`config.mk`:
```
export PLATFORM = sky130hd
export DESIGN_NAME = sic_prep
export DESIGN_NICKNAME = d
export VERILOG_FILES = /design/src/rtl/sic_prep.sv
export SDC_FILE = /design/constraint.sdc
export NUM_CORES = 1
export LEC_CHECK = 0
export BUFFER_PORTS_ARGS = -buffer_cell sky130_fd_sc_hd__buf_2
export CAP_MARGIN = 20
export CORE_MARGIN = 8
export CORE_UTILIZATION = 56
export DETAILED_ROUTE_END_ITERATION = 12
export PLACE_DENSITY = 0.82
export SLEW_MARGIN = 20
export SYNTH_ARGS = -nofsm -noshare
export SYNTH_HDL_FRONTEND = slang
export SYNTH_SLANG_ARGS = --single-unit
```
`constraint.sdc`:
```
create_clock -name clk -period 3.6 [get_ports clk]
set_clock_uncertainty 0.05 [all_clocks]
set_input_delay 0.36 -clock clk [delete_from_list [all_inputs] [get_ports clk]]
set_output_delay 0.36 -clock clk [all_outputs]
set_load 0.005 [all_outputs]
```
`src/rtl/sic_prep.sv`:
```
// first stage: unpack coordinates, edge vectors, degenerate and betweenness flags
`default_nettype none

module sic_prep #(
  parameter int COORD_WIDTH = 16
) (
  input  wire logic                           clk,
  input  wire logic                           en,
  input  wire logic [8*COORD_WIDTH-1:0]       coords,
  output logic signed [COORD_WIDTH:0]         dcx,
  output logic signed [COORD_WIDTH:0]         dcy,
  output logic signed [COORD_WIDTH:0]         bax,
  output logic signed [COORD_WIDTH:0]         bay,
  output logic signed [COORD_WIDTH:0]         dax,
  output logic signed [COORD_WIDTH:0]         day,
  output logic signed [COORD_WIDTH:0]         cax,
  output logic signed [COORD_WIDTH:0]         cay,
  output logic                                degenerate,
  output logic                                endpoint_between
);

  localparam int CW = COORD_WIDTH;

  logic signed [CW-1:0] ax, ay, bx, by, cx, cy, dx, dy;

  assign ax = $signed(coords[0*CW +: CW]);
  assign ay = $signed(coords[1*CW +: CW]);
  assign bx = $signed(coords[2*CW +: CW]);
  assign by = $signed(coords[3*CW +: CW]);
  assign cx = $signed(coords[4*CW +: CW]);
  assign cy = $signed(coords[5*CW +: CW]);
  assign dx = $signed(coords[6*CW +: CW]);
  assign dy = $signed(coords[7*CW +: CW]);

  // r lies between p and q on x, or on y when p-q is vertical
  function automatic logic between(
    input logic signed [CW-1:0] px, input logic signed [CW-1:0] py,
    input logic signed [CW-1:0] qx, input logic signed [CW-1:0] qy,
    input logic signed [CW-1:0] rx, input logic signed [CW-1:0] ry
  );
    logic res;
    if (px != qx) begin
      res = ((px <= rx) && (rx <= qx)) || ((px >= rx) && (rx >= qx));
    end else begin
      res = ((py <= ry) && (ry <= qy)) || ((py >= ry) && (ry >= qy));
    end
    return res;
  endfunction

  function automatic logic signed [CW:0] diff(
    input logic signed [CW-1:0] u, input logic signed [CW-1:0] v
  );
    return $signed({u[CW-1], u}) - $signed({v[CW-1], v});
  endfunction

  always_ff @(posedge clk) begin
    if (en) begin
      dcx <= diff(dx, cx);
      dcy <= diff(dy, cy);
      bax <= diff(bx, ax);
      bay <= diff(by, ay);
      dax <= diff(dx, ax);
      day <= diff(dy, ay);
      cax <= diff(cx, ax);
      cay <= diff(cy, ay);
      degenerate <= ((ax == bx) && (ay == by)) || ((cx == dx) && (cy == dy));
      endpoint_between <= between(ax, ay, bx, by, cx, cy) ||
                          between(ax, ay, bx, by, dx, dy) ||
                          between(cx, cy, dx, dy, ax, ay) ||
                          between(cx, cy, dx, dy, bx, by);
    end
  end

endmodule

`default_nettype wire

```
; Word level (Yosys, flattened, before mapping)
; Cells that the tools add are included.
[classes]
mux = 8
n_addsub = 8
order_cmp = 24
n_eq_ne = 6
reduce_logical = 30
[op_table]
columns = operator, n
row1 = 16-bit greater-or-equal comparator, 12
row2 = 16-bit <= comparator, 12
row3 = 16-bit by 16-bit subtractor with 17-bit output, 8
row4 = 16-bit == test, 4
row5 = 16-bit != test, 2
row6 = 1-bit logical AND, 18
row7 = 1-bit logical OR, 12
row8 = 1-bit 2-to-1 mux, 8
[word_totals]
output_inout_bits = 138
wordCells = 86
in_bits = 130
register_bits = 138

; Longest topological paths before layout
[depth]
ltp_word = 8
mapped_depth = 12
ltp_nobuf = 12

; Least setup slack after synthesis
; Ideal clock, no wire load.
[synth_timing]
path_type = input-to-reg
from = in coords[1]
to = reg endpoint_between, data pin
setup_slack_ns = 0.789
cell_stages = 11
required_time_ns = 3.283
setup_time_ns = 0.267
arrival_ns = 2.494
path_buffers = 0
path_cell_list = inv_1 ha_1 nor2b_4 o31a_1 o31a_1 o31ai_4 a21oi_2 a221o_1 xor2_1 nor4_2 o22ai_1
[synth_via]
elab_chain_cells = 8
elab_cells_between_ends = 25
cone_classes = order compare (6) / eq/ne (1) / mux (6) / reduce/logical (12)
[synth_lines]
columns = element, line_no
row1 = "start, declared", 9  ; input wire logic [8*COORD_WIDTH-1:0] coords,
row2 = 16-bit <= comparator or 16-bit greater-or-equal comparator (tied branches), 43  ; res = ((px <= rx) && (rx <= qx)) || ((px >= rx) && (rx >= qx));
row3 = 1-bit logical AND, 43
row4 = 1-bit logical OR, 43
row5 = 1-bit 2-to-1 mux, 42  ; if (px != qx) begin
row6 = 1-bit 2-to-1 mux, 57  ; if (en) begin
row7 = 1-bit logical OR, 67  ; endpoint_between <= between(ax, ay, bx, by, cx, cy) ||
row8 = 1-bit logical OR *, 68  ; between(ax, ay, bx, by, dx, dy) ||
row9 = 1-bit logical OR *, 69  ; between(cx, cy, dx, dy, ax, ay) ||
row10 = "end signal, assigned", 67
row11 = "end, declared", 19  ; output logic endpoint_between
; Every way passes the cells marked *; elsewhere a longest branch is shown, timed or not. The select of a mux whose other input is x is not followed.
; A chain may end at the register's enable or synchronous reset.

; Worst setup path in the final report
[layout_timing]
from = in coords[17]
to = reg bay[15], data pin
[layout_via]
elab_chain_cells = 1
[layout_lines]
columns = element, line_no
row1 = 16-bit by 16-bit subtractor with 17-bit output, 53  ; return $signed({u[CW-1], u}) - $signed({v[CW-1], v});
row2 = "end signal, assigned", 61  ; bay <= diff(by, ay);
row3 = "end, declared", 13  ; output logic signed [COORD_WIDTH:0] bay,
; No other way between the ends.

==> metrics <==
crit path capture type flip-flop; Max Root-Sink Buffers 2; Port Buffers 267; fin crit share 0.840; Setup CP Type in -> reg; number of synthesized register bits 138; number of cell rows 54; RD Place Congestion 1.00; setup TNS 0 ns; CTS tree done; Final #Nets 1,938; post-synth cell types 66; vias in the first global route 11,300; Register Area 4140 um^2; post-layout util 0.674; top cell type's share of synthesized area 0.337; 1st-iter DRT viols 764; global route overflow 0; worst path required time roughly 3.7 ns; final count of pins violating max slew 0; cts repair resizes 0; Clock Sinks approximately 140; area occupied by multi-input gates 7430 um^2; gr usage total 0.270; WL/cell around 19 um; Synth Net Count 1,655; largest net degree at the start of global routing 71; number of max-cap violations 0; commonest non-fill, non-tap cell in the layout buf_2; IO Pins roughly 270; postcts setup bufs 0; Final Critical Period slightly above 3 ns; Syn Inst Count roughly 1,300; post-route ant nets 0; DRC viols 0; Hold WC Path Type in -> reg; syn avg cell area 9.32 um^2; TritonCTS Buffers 17; first-pass GRT wire length about 57 mm; share of post-route cells with drive strength above 1 0.198; most frequent cells in the layout 266 x buf_2, 196 x ha_1, 186 x inv_1; synth warn 0; drt pass-1 iters 6; CTS root buffer clkbuf_16; final wirelength 37.0 mm; Post-Syn Area 12,300 um^2; mean number of vias per cell just under 6; Core Area 21,700 um^2; Initial Util 0.568; Power per Cell Area 399 nW/um^2; Worst slew margin 0.488; Die Y 164 um; Clk pin slew, worst setup/hold paths around 0.070 ns; Synth area leader edfxtp_1; die width 164 um; worst-path fanout max 4; ranking of synthesized cells by area edfxtp_1 34%, ha_1 20%, inv_1 5.7%; EDFF count, synth around 140; hpwl dp 30.6 mm; P_leak 6.97 nW; status completed; RSZ-0062 raised after global routing no; Crit path arrival time between 3 and 4 ns; top_reg_cell synth edfxtp_1; vias 11,100; initial antenna violation count 2; Final Setup Violations 0; full die area 27,000 um^2; pin slew with the least headroom to its limit 0.761 ns; Setup crit start kind input port; share of synthesized registers carrying an async set or reset 0; Layout area overhead 18.7%; H-tree depth 4; Achievable Freq around 330 MHz; Filler Cell Count about 1,700; final hold viol count 0; hold_buf cts 0; Worst IR Drop VDD between 0.3 and 0.4 mV; sequential cell area fraction in the yosys report 0.337
[Yosys cell counts, drive strengths merged (20+ instances only)]
| cell type | number |
|---|---|
| a21o | 24 |
| xnor2 | 59 |
| nand4 | 37 |
| nand2 | 62 |
| xor2 | 25 |
| a21boi | 20 |
| o21ai | 68 |
| nand3 | 28 |
| ha | 196 |
| nor2 | 109 |
| nor2b | 30 |
| inv | 187 |
| edfxtp | 138 |
| nor3 | 22 |
| a21oi | 90 |
[worst max-delay path, cell delays in order]
cell and delay (ns):
buf_2 0.15, inv_1 0.10, ha_1 0.31, nor2b_1 0.13, o21a_1 0.18, o21ai_1 0.22
a211oi_1 0.14, a2111oi_2 0.48, nor4_1 0.14, a2111oi_2 0.60, a21oi_1 0.16, xor2_1 0.17
[cells by family after synthesis]
kind of cell    count (synthesis)  synth area share
mux                             9           0.00762
compound gates                318             0.171
flops                         138             0.337
buf+inv                       196            0.0598
xor+xnor                       84            0.0598
simple gates                  372             0.153
fa+ha+maj                     204             0.212
[power breakdown]
group          total (mW)  leakage, nW  internal (mW)  switching, mW
combinational        1.90         5.35          0.809           1.09
sequential           2.16         1.35           2.09         0.0666
clock                1.77        0.273           1.02          0.747
total                5.83         6.97           3.92           1.90
[through the flow]
stage / hold slack (ns) / instances / instance area [um^2] / total power, mW / setup WS, ns
2_1_floorplan: 0.422 / 1321 / 12300 / 3.33 / 0.789
3_3_place_gp: 0.704 / 1865 / 14000 / 4.03 / 0.314
3_5_place_dp: 0.704 / 1865 / 14000 / 4.07 / 0.222
4_1_cts: 0.318 / 1896 / 14600 / 5.84 / 0.662
5_1_grt: 0.349 / 1898 / 14600 / 6.12 / 0.426
6_report: 0.334 / 1899 / 14600 / 5.83 / 0.575
[metal layers]
layer  routed length, um  share of wire  vias up  track usage
li1                    -              -     5402            -
met1               14100           0.38     5133        0.304
met2               18100           0.49      508        0.483
met3                3200          0.086       93       0.0524
met4                1580          0.043        0        0.125
met5                   0              0        -            0
[registers in the layout, summed over array words and instances, names as in the netlist]
signal and count:
dcx 17, endpoint_between 1, cay 17, bax 17, cax 17, bay 17
day 17, dcy 17, degenerate 1, dax 17
[worst paths after layout]
kind | startpoint | endpoint | depth (start not counted)
worst min-delay path | coords[80] | dcy[0] | 3
worst max-delay path | coords[17] | bay[15] | 12
[final cells by class]
cell class | count | share of cell area
clock inverter | 14 | 0.0102
multi-input combinational | 987 | 0.509
antenna | 3 | 0.000514
tap | 280 | 0.0240
clock buffer | 17 | 0.0291
sequential | 138 | 0.284
timing repair buffer | 273 | 0.0958
inverter | 187 | 0.0480
Power figures use the tool's default switching activity.
