**src/rtl/sic_pkg.sv**
```systemverilog
// shared constants for the segment intersection classifier
`default_nettype none

package sic_pkg;

  localparam int RELATION_W = 2;

  // relation codes
  localparam logic [RELATION_W-1:0] REL_NONE     = 2'd0;
  localparam logic [RELATION_W-1:0] REL_CROSS    = 2'd1;
  localparam logic [RELATION_W-1:0] REL_TOUCH    = 2'd2;
  localparam logic [RELATION_W-1:0] REL_COLLINEAR = 2'd3;

  // output tdata is the relation code padded to one byte
  localparam int OUT_TDATA_W = 8;

endpackage

`default_nettype wire

```
**src/rtl/sic_resolve.sv**
```systemverilog
// third and fourth stages: cross product differences, then ratio tests and code
`default_nettype none

module sic_resolve #(
  parameter int COORD_WIDTH = 16
) (
  input  wire logic                              clk,
  input  wire logic                              en_diff,
  input  wire logic                              en_code,
  input  wire logic signed [2*COORD_WIDTH+1:0]   den_p,
  input  wire logic signed [2*COORD_WIDTH+1:0]   den_q,
  input  wire logic signed [2*COORD_WIDTH+1:0]   ns_p,
  input  wire logic signed [2*COORD_WIDTH+1:0]   ns_q,
  input  wire logic signed [2*COORD_WIDTH+1:0]   nt_p,
  input  wire logic signed [2*COORD_WIDTH+1:0]   nt_q,
  input  wire logic                              degenerate_in,
  input  wire logic                              between_in,
  output logic [sic_pkg::RELATION_W-1:0]         relation_code
);

  localparam int PW = 2 * COORD_WIDTH + 2;

  logic signed [PW:0] den, ns, nt;
  logic               degenerate, endpoint_between;

  function automatic logic signed [PW:0] sub(
    input logic signed [PW-1:0] u, input logic signed [PW-1:0] v
  );
    return $signed({u[PW-1], u}) - $signed({v[PW-1], v});
  endfunction

  always_ff @(posedge clk) begin
    if (en_diff) begin
      den <= sub(den_p, den_q);
      ns  <= sub(ns_p, ns_q);
      nt  <= sub(nt_p, nt_q);
      degenerate       <= degenerate_in;
      endpoint_between <= between_in;
    end
  end

  logic den_zero, den_neg;
  logic ns_pos, ns_neg, ns_lt, ns_gt;
  logic nt_pos, nt_neg, nt_lt, nt_gt;
  logic crossing, outside;
  logic [sic_pkg::RELATION_W-1:0] relation_code_next;

  always_comb begin
    den_zero = (den == '0);
    den_neg  = den[PW];
    ns_pos   = !ns[PW] && (ns != '0);
    ns_neg   = ns[PW];
    ns_lt    = ns < den;
    ns_gt    = ns > den;
    nt_pos   = !nt[PW] && (nt != '0);
    nt_neg   = nt[PW];
    nt_lt    = nt < den;
    nt_gt    = nt > den;
    // with a negative denominator the ratio tests flip direction
    if (den_neg) begin
      crossing = ns_neg && ns_gt && nt_neg && nt_gt;
      outside  = ns_pos || ns_lt || nt_pos || nt_lt;
    end else begin
      crossing = ns_pos && ns_lt && nt_pos && nt_lt;
      outside  = ns_neg || ns_gt || nt_neg || nt_gt;
    end
    if (den_zero) begin
      // parallel path, nt doubles as the collinearity cross product
      if (degenerate || (nt != '0) || !endpoint_between) begin
        relation_code_next = sic_pkg::REL_NONE;
      end else begin
        relation_code_next = sic_pkg::REL_COLLINEAR;
      end
    end else if (crossing) begin
      relation_code_next = sic_pkg::REL_CROSS;
    end else if (outside) begin
      relation_code_next = sic_pkg::REL_NONE;
    end else begin
      relation_code_next = sic_pkg::REL_TOUCH;
    end
  end

  always_ff @(posedge clk) begin
    if (en_code) begin
      relation_code <= relation_code_next;
    end
  end

endmodule

`default_nettype wire

```
**config.mk**
```make
export PLATFORM = sky130hd
export DESIGN_NAME = sic_resolve
export DESIGN_NICKNAME = d
export VERILOG_FILES = /design/src/rtl/sic_pkg.sv /design/src/rtl/sic_resolve.sv
export SDC_FILE = /design/constraint.sdc
export NUM_CORES = 1
export LEC_CHECK = 0
export ABC_AREA = 0
export BUFFER_PORTS_ARGS = -buffer_cell sky130_fd_sc_hd__buf_2
export CAP_MARGIN = 0
export CORE_MARGIN = 4
export CORE_UTILIZATION = 50
export DETAILED_ROUTE_END_ITERATION = 6
export PLACE_DENSITY = 0.74
export SYNTH_ARGS = -nofsm -noshare
export SYNTH_HDL_FRONTEND = slang
export SYNTH_SLANG_ARGS = --single-unit
```
**constraint.sdc**
```tcl
create_clock -name clk -period 3.85 [get_ports clk]
set_input_delay 0.1925 -clock clk [delete_from_list [all_inputs] [get_ports clk]]
set_output_delay 0.1925 -clock clk [all_outputs]
set_load 0.05 [all_outputs]
```
; Yosys cells after proc, flatten, opt, wreduce, memory -nomap -nowiden
; Cells that the tools add are included.
[op_classes]
add_sub_neg = 3
order_cmp = 4
mux = 6
n_reduce_logical = 22
[ops]
columns = cell, n
row1 = subtractor 34 x 34 -> 35 bit, 3
row2 = greater-than comparator 35 bit, 2
row3 = < comparator 35 bit, 2
row4 = nonzero test 35 bit, 2
row5 = zero test 35 bit, 1
row6 = logical AND 1 bit, 8
row7 = logical OR 1 bit, 8
row8 = 2-to-1 mux 2 bit, 4
row9 = zero test 1 bit, 3
row10 = 2-to-1 mux 1 bit, 2
[totals]
regBits = 109
input_bits = 209
output_inout_bits = 2
wordCells = 41

; Depth between registers and ports, before layout
[logic_depth]
ltp_word = 9
ltp_mapped = 12
ltp_nobuf = 12

; Worst setup path after synthesis
; No wires, ideal clock.
[synth_path]
path_kind = reg-to-reg
from = register den[34]
to = register relation_code[0] (netlist name) (data pin)
setup_ns = 0.260
t_arrival_ns = 2.390
required_ns = 3.590
slack_ns = 1.200
stages_incl_launch_ff = 12
path_buffers = 0
synth_period_minus_slack_ns = 2.650
cell_sequence = edfxtp_1 -> inv_1 -> ha_1 -> nand4_1 -> nor4_1 -> nand3_1 -> o221ai_1 -> nor2_1 -> xnor2_1 -> nor2_1 -> a32o_1 -> mux2_2
[synth_between]
elab_chain_cells = 7
[synth_rtl]
columns = item, line_no
row1 = from (decl), sic_resolve.sv:23  ; logic signed [PW:0] den, ns, nt;
row2 = from (signal assigned), sic_resolve.sv:34  ; den <= sub(den_p, den_q);
row3 = < comparator 35 bit or greater-than comparator 35 bit (tied branches), "sic_resolve.sv:53, sic_resolve.sv:54"
row4 = "logical AND 1 bit, on equally long branches (3 in series)", "sic_resolve.sv:64, sic_resolve.sv:61"
row5 = 2-to-1 mux 1 bit, sic_resolve.sv:60  ; if (den_neg) begin
row6 = 2-to-1 mux 2 bit, sic_resolve.sv:74  ; end else if (crossing) begin
row7 = 2-to-1 mux 2 bit (*), sic_resolve.sv:67  ; if (den_zero) begin
row8 = net relation_code_next (one bit), sic_resolve.sv:46  ; logic [sic_pkg::RELATION_W-1:0] relation_code_next;
row9 = to (signal assigned), sic_resolve.sv:85  ; relation_code <= relation_code_next;
row10 = to (decl), sic_resolve.sv:18  ; output logic [sic_pkg::RELATION_W-1:0] relation_code
; The timed path passes the listed nets; every way through them passes the cells marked *.
; A chain may end at the register's enable or synchronous reset.

; Worst setup path in the final report
; Same ends and word-level chain as after synthesis.

==> summary.txt <==
Detailed routing
  • Via density: between 5 and 6
  • Initial drt markers: around 420
  • DRC: 0
  • DR vias: roughly 9,200
  • Drt pass-1 iters: 4
  • DRT Wirelength: 25.29 mm
  • DR WL/cell: 15.16 um
  • Post-route ant nets: 0

Timing
  • RSZ-0062 raised after global routing: false
  • Fin crit share: 77.82%
  • Fin. Hold Viols: 0
  • Min Tclk post-route: between 2 and 3 ns
  • Slew HR: 26.39%
  • Max Clock Freq: 0.3338 GHz
  • Final setup vio count: 0
  • Setup_tns: 0 ns
  • Post-route setup slack: 0.8539 ns
  • Final Max Slew Viols: 0
  • Slew @ Worst Pin: 1.104 ns
  • Skew final: between 0.01 and 0.015 ns

Logic synthesis
  • Synth top area share: 30.96%
  • Synth Flop Type: edfxtp_1
  • Largest family of logic cells by synthesized area: adder cells
  • Post-synthesis sequential area ratio: between 30 and 40%
  • Post-Syn Instances: 1,175
  • Post-synth EDFFs: 109
  • Synth Area in XOR/XNOR: 6.876%
  • Compound-Gate Fraction of Synth Area: 20.08%
  • Asr flop ratio synth: 0%
  • Synth top area cells: edfxtp_1 31%, ha_1 20%, inv_1 6.1%, a21oi_1 5.0%, xnor2_1 4.2%
  • Seq cells post-synth: 109
  • Synth cell types: 68
  • Syn Nets: 1,559
  • Mux cell area share after synthesis: 0.2959%
  • Netlist Area Pre-Place: 10,570 sq um
  • Post-synthesis average cell area: around 9 sq um
  • Post-synthesis simple-gate area fraction: 14.69%
  • Yosys warnings: 0
  • Yosys top cell by area: edfxtp_1
  • Adder-cell share of the synthesized area: 20.92%

Power and ir drop
  • Leak: approximately 6 nW
  • Sequential share of power: 40.3%
  • Int Power: 2.819 mW
  • Net switching power: 1.479 mW
  • Pwr/cell area: 350.4 nW/um^2
  • Part of the power in combinational logic: a little under two fifths
  • Peak VDD IR: 0.0002219 V
  • Clock group share of total power: around 22%
  • Sw Ratio: 34.42%

Critical path
  • CP Capture Type: register
  • Critical path data required time: 3.96 ns
  • CP Data Arrival Time: just over 3 ns
  • Crit Path Category: reg2reg
  • CP Launch Type: register
  • CP max FO: 5

Clock tree
  • Clock Sinks: 109
  • Hold_buf cts: 0
  • CTS resizes: 0
  • H-tree depth: 3
  • Clock Pin Slew Worst Setup and Hold Paths: 0.08 ns
  • Post-CTS Setup Bufs: 0
  • CTS Buf Count: 9
  • TritonCTS clock tree: built
  • Root buffer cell: clkbuf_16
  • CTS max path bufs: 2
  • Clk_lat worst skew: 0.35 ns

Floorplan
  • Die Wd: 153.4 um
  • Vert. Die Dim: around 150 um
  • Overall die area: 23,540 sq um
  • Row cnt: 52
  • Ports: 211
  • CORE AREA: 20,490 sq um
  • Starting Density: 51.59%

Global routing
  • Largest net degree at the start of global routing: just over 90
  • Met1 Usage GRT: 28.54%
  • GRT busiest layer: met2
  • Initial antenna violation count: 0
  • GR Util met2: about 34%
  • First-pass GRT wire length: 40.99 mm
  • Met3 Usage GRT: approximately 2.7%
  • Vias in the first global route: just under 9,000
  • Total Routing Usage GR: 20.74%
  • Gr ovfl total: 0

Place
  • Placer congestion estimate: 0.9401
  • Dpl hpwl: around 21 mm
  • Pre-CTS WS: 0.7466 ns
  • Buffers added on ports: 210

Cells and area
  • Diodes inserted: 0
  • Core Util, Final: between 50% and 60%
  • Fill cell count: 1,813
  • Final #Nets: 1,778
  • Area Overhead vs Synth: 16.02%
  • Share of layout cells above drive strength 1: 17.45%

Hold path
  • Worst Hold Class: in2reg

Run
  • Max_cap viols: 0

Run status
  • Outcome: finished, final reports clean
## cell usage in the layout, fill, tap and decap left out, drive strengths merged, types with 8 or more instances in the layout
cell	n
a211oi	13
a21o	50
a21oi	106
a31oi	13
and3	13
buf	211
clkbuf	9
edfxtp	109
ha	172
inv	174
nand2	77
nand2b	11
nand3	25
nand4	22
nor2	61
nor2b	15
nor3	23
nor4	30
o211ai	9
o21a	23
o21ai	48
o21bai	8
o31ai	11
xnor2	51
xor2	32
## power by group through the flow
stage               registers, mW  clock network, mW  logic, mW
finish                       1.73              0.947       1.62
global route                 1.74               1.01       1.85
CTS                          1.73              0.957       1.62
detailed placement           1.74                  0       1.60
global placement             1.75                  0       1.55
floorplan                    1.67                  0       1.17
## stage by stage
| step | power (mW) | area, sq um | hold slack (ns) | std cells |
|---|---|---|---|---|
| after floorplan | 2.841 | 10570 | 0.2914 | 1175 |
| after global placement | 3.302 | 11960 | 0.3952 | 1653 |
| after detailed placement | 3.346 | 11960 | 0.3889 | 1653 |
| after CTS | 4.299 | 12270 | 0.01927 | 1668 |
| after global routing | 4.606 | 12270 | 0.02239 | 1668 |
| final | 4.298 | 12270 | 0.02889 | 1668 |
## worst paths after layout
kind	start	end	slack, ns	cells after the start
hold reg to reg	endpoint_between	relation_code[1]	0.77	3
hold / removal	degenerate_in	degenerate	0.03	1
setup / recovery	den[34]	relation_code[0]	0.85	11
setup reg to reg	den[34]	relation_code[0]	0.85	11
## state kept, by name, indices dropped and copies added, names as in the netlist
name and cells:
degenerate 1, den 35, endpoint_between 1, ns 35, nt 35, relation_code 2
## routing by layer
| layer | wire (um) | up-vias |
|---|---|---|
| met5 | 0 | - |
| met4 | 694 | 0 |
| met3 | 1403 | 49 |
| met2 | 11420 | 277 |
| met1 | 11770 | 4140 |
| li1 | - | 4740 |
## Yosys cell counts, types with 2 or more instances
master	count
o31a_1	5
nand2b_1	11
a21o_1	50
and2_1	7
and3_1	12
o21bai_1	8
nor4b_1	2
nor3_1	23
a21boi_0	2
fa_1	3
a32oi_1	2
clkbuf_1	3
nand4_1	22
a21oi_1	105
a2bb2oi_1	3
xnor2_1	51
a211oi_1	12
o21ai_0	44
or4_1	2
edfxtp_1	109
or3_1	4
and4_1	3
ha_1	172
a311oi_1	4
nand2_1	76
o211ai_1	9
a31oi_1	13
o31ai_1	10
a31o_2	2
o21ai_1	4
nor2b_1	15
a2111oi_0	2
nor2_1	61
or2_2	6
nand3_1	25
o21a_1	23
inv_1	171
a221oi_1	4
mux2i_1	2
a211o_1	5
xor2_1	32
nor4_1	30
## kinds of logic after synthesis
group / Yosys count
adders and majority gates: 175
buffers and inverters: 174
muxes: 3
xor gates and xnor gates: 83
AOI/OAI and AO/OA: 324
DFF: 109
and+or+nand+nor: 307
## worst max-delay path, stage by stage (launching register included)
cell and delay [ns]:
edfxtp_1 0.42, inv_1 0.11, ha_1 0.37, nand4_1 0.14
nor4_1 0.43, nand3_1 0.16, o221ai_1 0.20, nor2_1 0.11
xnor2_1 0.19, nor2_1 0.08, a32o_1 0.27, mux2_2 0.27
## cell type report
cell class | count | area [sq um] | share of cell area, %
clock buffers | 9 | 225.2 | 1.836
inverters | 171 | 641.9 | 5.233
flip-flops and latches | 109 | 3273 | 26.68
well taps | 270 | 337.8 | 2.754
clock inverters | 6 | 81.33 | 0.6630
repair buffers | 211 | 1061 | 8.650
multi-input cells | 892 | 6646 | 54.18
(Power assumes the default switching activity.)
